==> src/sv/enn_ram.sv <==
// Generic single-write, single-read RAM with registered read data.
// Holds reference coordinates and the query vector. No dependencies.
module enn_ram #(
   parameter int WIDTH = 16,
   parameter int DEPTH = 64
) (
   input  logic                     clock,
   input  logic                     wr_en,
   input  logic [$clog2(DEPTH)-1:0] wr_addr,
   input  logic [WIDTH-1:0]         wr_data,
   input  logic [$clog2(DEPTH)-1:0] rd_addr,
   output logic [WIDTH-1:0]         rd_data
);

   logic [WIDTH-1:0] mem_ff [DEPTH];
   logic [WIDTH-1:0] rd_data_ff;

   always_ff @(posedge clock) begin
      if (wr_en) begin
         mem_ff[wr_addr] <= wr_data;
      end
      rd_data_ff <= mem_ff[rd_addr];
   end

   assign rd_data = rd_data_ff;

endmodule

==> config.mk <==
export PLATFORM = sky130hd
export DESIGN_NAME = enn_ram
export DESIGN_NICKNAME = d
export VERILOG_FILES = /design/src/sv/enn_ram.sv
export SDC_FILE = /design/constraint.sdc
export NUM_CORES = 1
export LEC_CHECK = 0
export BUFFER_PORTS_ARGS = -buffer_cell sky130_fd_sc_hd__buf_2
export CORE_MARGIN = 2
export CORE_UTILIZATION = 54
export DETAILED_ROUTE_END_ITERATION = 16
export GPL_TIMING_DRIVEN = 0
export PLACE_DENSITY_LB_ADDON = 0.12
export SLEW_MARGIN = 10
export SYNTH_ARGS = -nofsm -noshare
export SYNTH_HDL_FRONTEND = slang
export SYNTH_SLANG_ARGS = --single-unit
==> constraint.sdc <==
create_clock -name clock -period 4.5 [get_ports clock]
set_input_delay 0.675 -clock clock [delete_from_list [all_inputs] [get_ports clock]]
set_output_delay 0.675 -clock clock [all_outputs]
set_load 0.1 [all_outputs]
==> results.sh <==
export IMPL_wl_per_cell_um=32.26
export IMPL_route_detailed_drc=0
export IMPL_ir_drop_mv=0.2990
export IMPL_fmax_mhz=337.4
export IMPL_synth_flop_cell="edfxtp_1"
export IMPL_cts_tree="built"
export IMPL_muxShareOfSynthArea_pct=15.52
export IMPL_cts_path_max_buffers=3
export IMPL_comb_power_share_pct=6.0
export IMPL_crit_type="in -> reg"
export IMPL_netlist_area_leader_share_pct=76.79
export IMPL_multiInputGateArea_um2=8404
export IMPL_globalplace_congestion=0.8825
export IMPL_fillers=4919
export IMPL_synth_simple_gate_area_share_pct=2.647
export IMPL_start_util_pct=54.70
export IMPL_finClkSkew_ns=0.02588
export IMPL_rsz0062_at_grt="false"
export IMPL_fin_tns_setup_ns=0
export IMPL_layout_nets=2066
export IMPL_hp_class="in -> reg"
export IMPL_core_um2=73210
export IMPL_fin_cells=3087
export IMPL_drt_vias_per_instance=6.336
export IMPL_grt_remaining_overflow=0
export IMPL_vias=19560
export IMPL_cts_buffers=103
export IMPL_p_sw_mw=4.423
export IMPL_pwr_share_seq_pct=52.4
export IMPL_finalMaxSlewViolations=0
export IMPL_die_h_um=276.3
export IMPL_clk_latency_ns=0.66
export IMPL_regArea_um2=31070
export IMPL_synth_top_area_cell="edfxtp_1"
export IMPL_drt_initial_drc_count=2283
export IMPL_cts_root_buf="clkbuf_16"
export IMPL_area_growth_syn_to_layout_pct=14.71
export IMPL_synth_nets=1859
export IMPL_seq_area_frac_synth_pct=77.59
export IMPL_rows=99
export IMPL_worstPathArrival_ns=3.47
export IMPL_post_cts_resized=0
export IMPL_grt_max_degree=65
export IMPL_placed_cell_area_um2=42510
export IMPL_ctsHoldBuffers=0
export IMPL_avgSynthCellArea_um2=21.89
export IMPL_die_w_um=276.3
export IMPL_hpwlAfterDp_um=64680
export IMPL_synthAdderAreaFrac_pct=0
export IMPL_fin_crit_sh_pct=65.86
export IMPL_critPathMostFrequentCell="buf_2"
export IMPL_crit_fanout=10
export IMPL_end_kind="flop"
export IMPL_max_slew_margin_pct=30.57
export IMPL_start_kind="input pin"
export IMPL_grt_pass1_vias=19500
export IMPL_p_int_mw=16.09
export IMPL_p_per_area_nw_per_um2=446.7
export IMPL_swShare_pct=21.56
export IMPL_cp_slowest_stage_delay_ns=0.73
export IMPL_cts_sinks=1040
export IMPL_holdWs_ns=0.5873
export IMPL_setup_ws_ns=1.536
export IMPL_grt_pass1_wl_um=141500
export IMPL_synthCells=1829
export IMPL_syn_area_um2=40040
export IMPL_clkPwrFrac_pct=41.7
export IMPL_ys_ff_latch=1040
export IMPL_status="finished clean"
export IMPL_drive_gt1_share_pct=30.65
export IMPL_dp_slack_ns=0.9549
export IMPL_setup_viol=0
export IMPL_path_cells="buf_2 -> buf_4 -> buf_2 -> mux4_2 -> mux2i_1 -> a22oi_1 -> a31oi_1 -> a311oi_1"
export IMPL_required_ns=5.00
export IMPL_ioPinCount=46
export IMPL_path_clk_slew_ns=0.06
export IMPL_ant_nets=0
export IMPL_power_leakage_nw=14.59
export IMPL_final_area_um2=45930
export IMPL_dp_cells=2890
export IMPL_antenna_found_initial=2
export IMPL_routed_wl_um=99590
export IMPL_worst_path_max_delay_cell="a31oi_1"
export IMPL_worstMarginPinSlew_ns=1.038
export IMPL_synth_top_family_by_area="multiplexers"
export IMPL_yosys_warnings=0
export IMPL_synth_cell_type_count=43
export IMPL_grt_use_total_pct=26.38
export IMPL_cts_setup_buffers=0
export IMPL_dr_pass1_iters=6
export IMPL_synth_edf_count=1024
export IMPL_synth_xor_area_share_pct=0
export IMPL_synth_compound_gate_area_share_pct=2.409
export IMPL_synth_area_leaders="edfxtp_1 (77%), mux4_2 (12%), mux2i_1 (2.1%), dfxtp_1 (0.80%), mux2_2 (0.76%)"
export IMPL_cap_viol_max_count=0
export IMPL_hold_viol=0
export IMPL_fin_crit_ns=2.964
export IMPL_h_tree_depth=3
export IMPL_io_buffers=38
export IMPL_synthArstFlopShare_pct=0
export IMPL_dieArea_um2=76350
-- per-layer routing --
metal  vias up  global-route usage, %  wire [µm]
met2       874                  41.45      47340
met1     10370                  36.94      39970
met4         0                  11.21       4267
met3       204                  4.783       8020
li1       8112                      -          -
met5         -                      0          0
-- synthesized netlist by cell type, types with 3 or more instances --
cell         n
o21ai_1      3
nand2b_1     3
a221o_1      6
buf_2       36
a31oi_1      8
a211o_1      8
mux4_1       4
dfxtp_1     16
a22oi_1     39
and4_1       5
buf_1        3
nor4_2       3
buf_8        3
o21ai_0      5
a311oi_1     8
clkbuf_1    24
mux2i_1     85
a211oi_1     8
nor2_1      72
mux4_2     220
nand3_1     24
nand2_1     59
edfxtp_1  1024
nand4_1     12
mux2_2      27
buf_4       13
buf_12       5
a22o_1       6
buf_6       17
a41oi_1      5
nor2b_1     30
a221oi_1    16
a21oi_1     17
-- cells in the final DEF (no fill, tap or decap), types with 8 or more instances in the layout --
cell and count:
buf_6 35, nand2_1 59, a211o_1 8, a311oi_1 8, clkinv_1 17, mux4_2 220
buf_4 31, a221oi_1 16, nor2_2 64, nand4_1 12, clkbuf_1 46, bufinv_16 11
a211oi_1 8, buf_2 58, mux2i_1 85, a21oi_1 17, buf_8 45, dfxtp_1 16
clkinvlp_4 10, a22oi_1 39, edfxtp_1 1024, clkinv_2 21, a31oi_1 8, clkbuf_16 107
nand3_1 24, nor2b_1 30, nor2_1 10, mux2_2 27
-- cells by family after synthesis --
logic type / after synthesis
flops: 1040
mux: 336
simple gates: 220
compound gates: 129
buf+inv: 104
-- power groups by stage --
| stage | combinational [mW] | clock, mW | sequential (mW) |
|---|---|---|---|
| after global routing | 1.27 | 9.04 | 10.7 |
| after global placement | 1.19 | 0 | 10.9 |
| after CTS | 1.23 | 8.64 | 10.7 |
| after floorplan | 0.555 | 0 | 11.1 |
| after detailed placement | 1.22 | 0 | 11.0 |
| final | 1.22 | 8.55 | 10.7 |
-- stage by stage --
| step | power [mW] | utilization (%) |
|---|---|---|
| 5_1_grt | 21.05 | 62.73 |
| 4_1_cts | 20.62 | 62.68 |
| 3_3_place_gp | 12.14 | 56.60 |
| 3_5_place_dp | 12.18 | 58.06 |
| 2_1_floorplan | 11.65 | - |
| 6_report | 20.52 | 62.75 |
-- registers in the layout, indices dropped and copies added (netlist names) --
signal	flops
mem_ff	1024
rd_data	16
-- critical path: cells and delay by family --
| kind | cells | cell delay [ns] |
|---|---|---|
| buffers and inverters | 3 | 0.92 |
| AOI/OAI and AO/OA | 3 | 1.00 |
| muxes | 2 | 0.83 |
-- layout make-up --
| class | count | area share [%] |
|---|---|---|
| sequential | 1040 | 67.64 |
| multi-input combinational | 685 | 18.30 |
| clock buffer | 130 | 6.039 |
| tap | 959 | 2.612 |
| timing repair buffer | 102 | 2.468 |
| buffer | 104 | 1.596 |
| clock inverter | 63 | 1.327 |
| antenna | 4 | 0.02179 |
-- final timing paths --
path / start / depth (start not counted) / slack [ns] / to
setup / recovery: rd_addr[2] / 8 / 1.54 / rd_data[9]
hold / removal: wr_data[2] / 1 / 0.59 / mem_ff[30][2]
setup reg to reg: mem_ff[23][9] / 5 / 2.05 / rd_data[9]
hold reg to reg: mem_ff[36][9] / 3 / 0.88 / rd_data[9]
No activity file was read; power rests on OpenSTA's default activity.
