==> src/sv/enn_pkg.sv <==
// Shared types and constants for the nearest-neighbor search block.
// Field widths, register map, request codes and the search tag struct.
// No dependencies.
package enn_pkg;

   localparam int MAX_TRAIN_DEFAULT = 256;
   localparam int MAX_DIMS_DEFAULT  = 64;

   localparam int COORD_W     = 16;
   localparam int SLOT_FIELD_W = 8;
   localparam int DIM_FIELD_W = 6;
   localparam int REF_COUNT_W = 9;
   localparam int DIM_COUNT_W = 7;
   localparam int DIST_W      = 38;
   localparam int SQUARE_W    = 32;

   localparam logic [DIST_W-1:0] DIST_ALL_ONES = '1;

   localparam int CSR_ADDR_W = 3;
   localparam int CSR_DATA_W = 32;

   // Register index is taken from the word address bit.
   localparam logic CSR_IDX_REF_COUNT = 1'b0;
   localparam logic CSR_IDX_DIM_COUNT = 1'b1;

   localparam logic ACT_LOAD  = 1'b0;
   localparam logic ACT_QUERY = 1'b1;

   // Control that travels with each coordinate pair through the datapath.
   typedef struct packed {
      logic valid;
      logic first_dim;
      logic last_dim;
      logic last_ref;
   } srch_tag_type;

endpackage

==> src/sv/enn_dist_unit.sv <==
// Shared distance unit: difference, square, running sum and best-match tracking.
// One coordinate pair per cycle, two pipeline stages. Depends on enn_pkg.
module enn_dist_unit
   import enn_pkg::*;
#(
   parameter int SLOT_W = 8
) (
   input  logic                      clock,
   input  logic                      reset,
   input  logic                      clear,
   input  srch_tag_type              tag,
   input  logic [SLOT_W-1:0]         slot,
   input  logic [COORD_W-1:0]        query_coord,
   input  logic [COORD_W-1:0]        ref_coord,
   output logic [SLOT_W-1:0]         best_slot,
   output logic [DIST_W-1:0]         best_dist,
   output logic                      found,
   output logic                      done
);

   srch_tag_type          tag_a_ff;
   logic [SLOT_W-1:0]     slot_a_ff;
   logic [SQUARE_W-1:0]   sq_ff;
   logic [SQUARE_W-1:0]   sq_in;
   logic [DIST_W-1:0]     acc_ff;
   logic [DIST_W-1:0]     acc_in;
   logic [DIST_W-1:0]     best_dist_ff;
   logic [SLOT_W-1:0]     best_slot_ff;
   logic                  found_ff;
   logic                  done_ff;
   logic signed [COORD_W:0] diff;
   logic [COORD_W-1:0]    mag;
   logic [DIST_W:0]       sum_wide;

   // Stage A: absolute difference and square.
   always_comb begin
      diff  = $signed({query_coord[COORD_W-1], query_coord}) -
              $signed({ref_coord[COORD_W-1], ref_coord});
      mag   = diff[COORD_W] ? COORD_W'(-diff) : COORD_W'(diff);
      sq_in = SQUARE_W'(mag) * SQUARE_W'(mag);
   end

   // Stage B: saturating accumulate, restart on the first dimension.
   always_comb begin
      sum_wide = {1'b0, acc_ff} + (DIST_W + 1)'(sq_ff);
      if (tag_a_ff.first_dim) begin
         acc_in = DIST_W'(sq_ff);
      end else if (sum_wide[DIST_W]) begin
         acc_in = DIST_ALL_ONES;
      end else begin
         acc_in = sum_wide[DIST_W-1:0];
      end
   end

   always_ff @(posedge clock) begin
      if (reset) begin
         tag_a_ff <= '0;
         found_ff <= 1'b0;
         done_ff  <= 1'b0;
      end else begin
         tag_a_ff <= tag;
         done_ff  <= tag_a_ff.valid && tag_a_ff.last_ref;
         if (clear) begin
            found_ff <= 1'b0;
         end else if (tag_a_ff.valid && tag_a_ff.last_dim &&
                      (!found_ff || acc_in < best_dist_ff)) begin
            found_ff <= 1'b1;
         end
      end
      slot_a_ff <= slot;
      sq_ff     <= sq_in;
      if (tag_a_ff.valid) begin
         acc_ff <= acc_in;
      end
      if (clear) begin
         best_dist_ff <= DIST_ALL_ONES;
         best_slot_ff <= '0;
      end else if (tag_a_ff.valid && tag_a_ff.last_dim &&
                   (!found_ff || acc_in < best_dist_ff)) begin
         // strict compare keeps the earlier slot on a tie
         best_dist_ff <= acc_in;
         best_slot_ff <= slot_a_ff;
      end
   end

   assign best_slot = best_slot_ff;
   assign best_dist = best_dist_ff;
   assign found     = found_ff;
   assign done      = done_ff;

endmodule

==> config.mk <==
export PLATFORM = sky130hd
export DESIGN_NAME = enn_dist_unit
export DESIGN_NICKNAME = d
export VERILOG_FILES = /design/src/sv/enn_pkg.sv /design/src/sv/enn_dist_unit.sv
export SDC_FILE = /design/constraint.sdc
export NUM_CORES = 1
export LEC_CHECK = 0
export ABC_CLOCK_PERIOD_IN_PS = 10100
export BUFFER_PORTS_ARGS = -buffer_cell sky130_fd_sc_hd__buf_2
export CAP_MARGIN = 10
export CORE_AREA = 8 8 170 172
export CTS_CLUSTER_DIAMETER = 50
export DETAILED_ROUTE_END_ITERATION = 10
export DIE_AREA = 0 0 178 180
export GPL_ROUTABILITY_DRIVEN = 0
export PLACE_DENSITY_LB_ADDON = 0.3
export SLEW_MARGIN = 20
export SYNTH_ARGS = -nofsm -noshare
export SYNTH_HDL_FRONTEND = slang
export SYNTH_SLANG_ARGS = --single-unit
==> constraint.sdc <==
create_clock -name clock -period 10.1 [get_ports clock]
set_input_delay 1.01 -clock clock [delete_from_list [all_inputs] [get_ports clock]]
set_output_delay 1.01 -clock clock [all_outputs]
set_load 0.01 [all_outputs]
==> impl_results.md <==
* Worst reg2reg endpoint: best_dist[23]$_SDFFE_PP1P_
* Final Slew Violations at 0
* Placed Area at approximately 0.016 mm²
* Routed vias at ~12000
* Max-cap violations at 0
* Initial Utilization at 0.5850
* Routed length per instance at 16.19 µm
* Met3 wire len at 2.228 mm
* Worst hold path depth at 2
* CP Launch Type: input pin
* CTS Buf Count at 17
* Routed wl met2 at around 18 mm
* Hold/Removal Path Class: register to register
* Worst path required time at approximately 10 ns
* Worst-path clk slew at 0.06 ns
* Antenna violations before repair at 0
* Storage element area at slightly below 0.003 mm²
* Crit Path Max Fanout at 10
* Most frequent cells in the layout: 327 x inv_1, 182 x ha_1, 165 x fa_1
* CTS Buffer Depth at 2
* IO buf count at between 90 and 100
* GRT Total Usage at 0.2291
* Min cycle time layout at around 9.5 ns
* Avg Cell Area, Syn at between 8 and 9 µm²
* Final hold violation count at 0
* Number of synthesized flops with an enable pin at 38
* Hold_ws at about 0.41 ns
* Post-synth top flop: dfxtp_1
* Die height at between 150 and 200 µm
* Fin util at 0.6439
* Nature of the critical path endpoint: register
* Cells after synthesis at 1740
* Final setup viols at 0
* Rows at 60
* Area grow syn2layout at 10.07%
* Ys async rst share at 0
* Multi-input logic area at 0.01101 mm²
* Status: completed
* Setup TNS at 0 ns
* Post-synth cell types at 85
* Drt via density at approximately 5.7
* Clk_skew at 0.01223 ns
* CTS root buf: clkbuf_16
* Max Used Layer: met4
* Fin crit share at 0.9411
* Fin area at ~0.017 mm²
* Reg2reg start: acc_ff[0]$_DFFE_PP_
* # DRC at 0
* Worst EP arrival at around 10 ns
* Routed WL at 35.53 mm
* Fill cell count at about 2200
* RSZ-0062 raised after global routing: false
* Worst hold start: tag_a_ff[0]$_SDFF_PP0_
* R2R setup slack at between 3 and 4 ns
* Relative slew slack at 0.2591
* Commonest non-fill, non-tap cell in the layout: inv_1
* First-pass DRT Iterations at 8
* GRT overflow at 0
* Min-Delay Endpoint: done$_SDFF_PP0_
* Largest net degree at the start of global routing at 41
* Post-synthesis sequential area ratio at 0.1922
* H-tree lvl count at 4
* Vias in the first global route at approximately 13000
* Ys Warns at 0
* Worst skew pair latency at ~0.42 ns
* Proportion of layout cells with a drive suffix above 1 at 0.1057
* Met1 WL at between 10 and 15 mm
* Most frequent CP cell: fa_1
* Critical path class: input pin to register
* Global-route wire length before repair at 60.94 mm
* Layout net count at 2235
* Sink Count at 129
* Cell Area, Synth at approximately 0.015 mm²
* Worst Max-Slew Pin Slew at 1.111 ns
* Slowest stage delay, CP at around 0.61 ns
* Die X at around 180 µm
* Post-synthesis register bit count at between 100 and 150
* Reg2Reg Depth at 24
* F_max at around 110 MHz
* Post-CTS Setup Inserts at 0
* Core region area at between 0.02 and 0.03 mm²
* Die ar. at about 0.032 mm²
* Antenna violation net count after detailed routing at 0
* CTS tree: yes
* Syn Nets at ~2100
* Initial DRC Count at 841
* HPWL Detailed at around 29 mm
* Diodes inserted at 0
* Ports at between 90 and 100
* Slowest-stage cell, CP: fa_1
area by class of cell:
type / count / area share
clock buffers: 17 / 0.02507
clock inverters: 15 / 0.01062
inverters: 336 / 0.07434
multi-input cells: 1233 / 0.6491
flip-flops and latches: 129 / 0.1747
well taps: 341 / 0.02515
repair buffers: 124 / 0.04100
worst max-delay path, delay by kind of cell:
family	cells	cell delay (ns)
adder cells (fa/ha/maj)	10	4.35
buffers and inverters	7	0.44
AND/OR/NAND/NOR	9	1.94
AO/OA/AOI/OAI	7	1.45
XOR/XNOR	3	0.60
state kept, by name, summed over array words and instances, names as in the netlist:
name	cells
done	1
acc_ff	38
best_slot	8
found	1
tag_a_ff	4
best_dist	38
slot_a_ff	8
sq_ff	31
per-layer routing:
metal	track usage	up-vias
li1	-	5970
met1	0.2912	6016
met2	0.4007	392
met3	0.03269	63
met4	0.05704	0
met5	0	-
cell usage after synthesis, types with 29 or more instances:
library cell | instances | area, µm²
a21o_1 | 36 | 270.3
a21oi_1 | 87 | 435.4
dfxtp_1 | 91 | 1822
edfxtp_1 | 38 | 1141
fa_1 | 165 | 3303
ha_1 | 182 | 2277
inv_1 | 327 | 1227
mux2i_1 | 31 | 310.3
nand2_1 | 134 | 503.0
nor2_1 | 161 | 604.3
o21ai_0 | 59 | 295.3
xnor2_1 | 54 | 473.0
xor2_1 | 29 | 254.0
cell families (layout without fill, tap and decap cells):
family                   after synthesis  count (layout)  share of synthesized area
XOR/XNOR                              92              92                    0.05885
multiplexers                          32              32                    0.02086
AND/OR/NAND/NOR                      432             432                     0.1272
AO/OA/AOI/OAI                        330             330                     0.1447
flip-flops                           129             129                     0.1922
buffers and inverters                378             492                    0.09416
adder cells (fa/ha/maj)              347             347                     0.3620
timing repair:
item | 4_1_cts | 5_1_grt
setup endpoints to repair | 0 | 1
hold buffers | 0 | 0
resized for setup | 0 | 1
endpoints found under the hold margin | 0 | 0
stage by stage:
step                worst slack (ns)  std cells
finish                        0.5954       2195
global route                 0.08180       2195
CTS                           0.5338       2195
detailed placement            0.1411       2163
global placement              0.3480       2163
floorplan                     0.8238       1740
worst max path at each step:
stage / from / end / slack (ns) / cells after the start
after floorplan: query_coord[0] / sq_ff[31]$_DFF_P_ / 0.82 / 35
after global placement: query_coord[0] / sq_ff[31]$_DFF_P_ / 0.35 / 36
after detailed placement: query_coord[0] / sq_ff[31]$_DFF_P_ / 0.14 / 36
after CTS: query_coord[0] / sq_ff[31]$_DFF_P_ / 0.53 / 36
after global routing: query_coord[0] / sq_ff[31]$_DFF_P_ / 0.08 / 33
final: query_coord[0] / sq_ff[31]$_DFF_P_ / 0.60 / 36
Power is left out: the tool's default activity adds up to more than one toggle a clock period on the data nets, which glitch-free logic cannot reach.
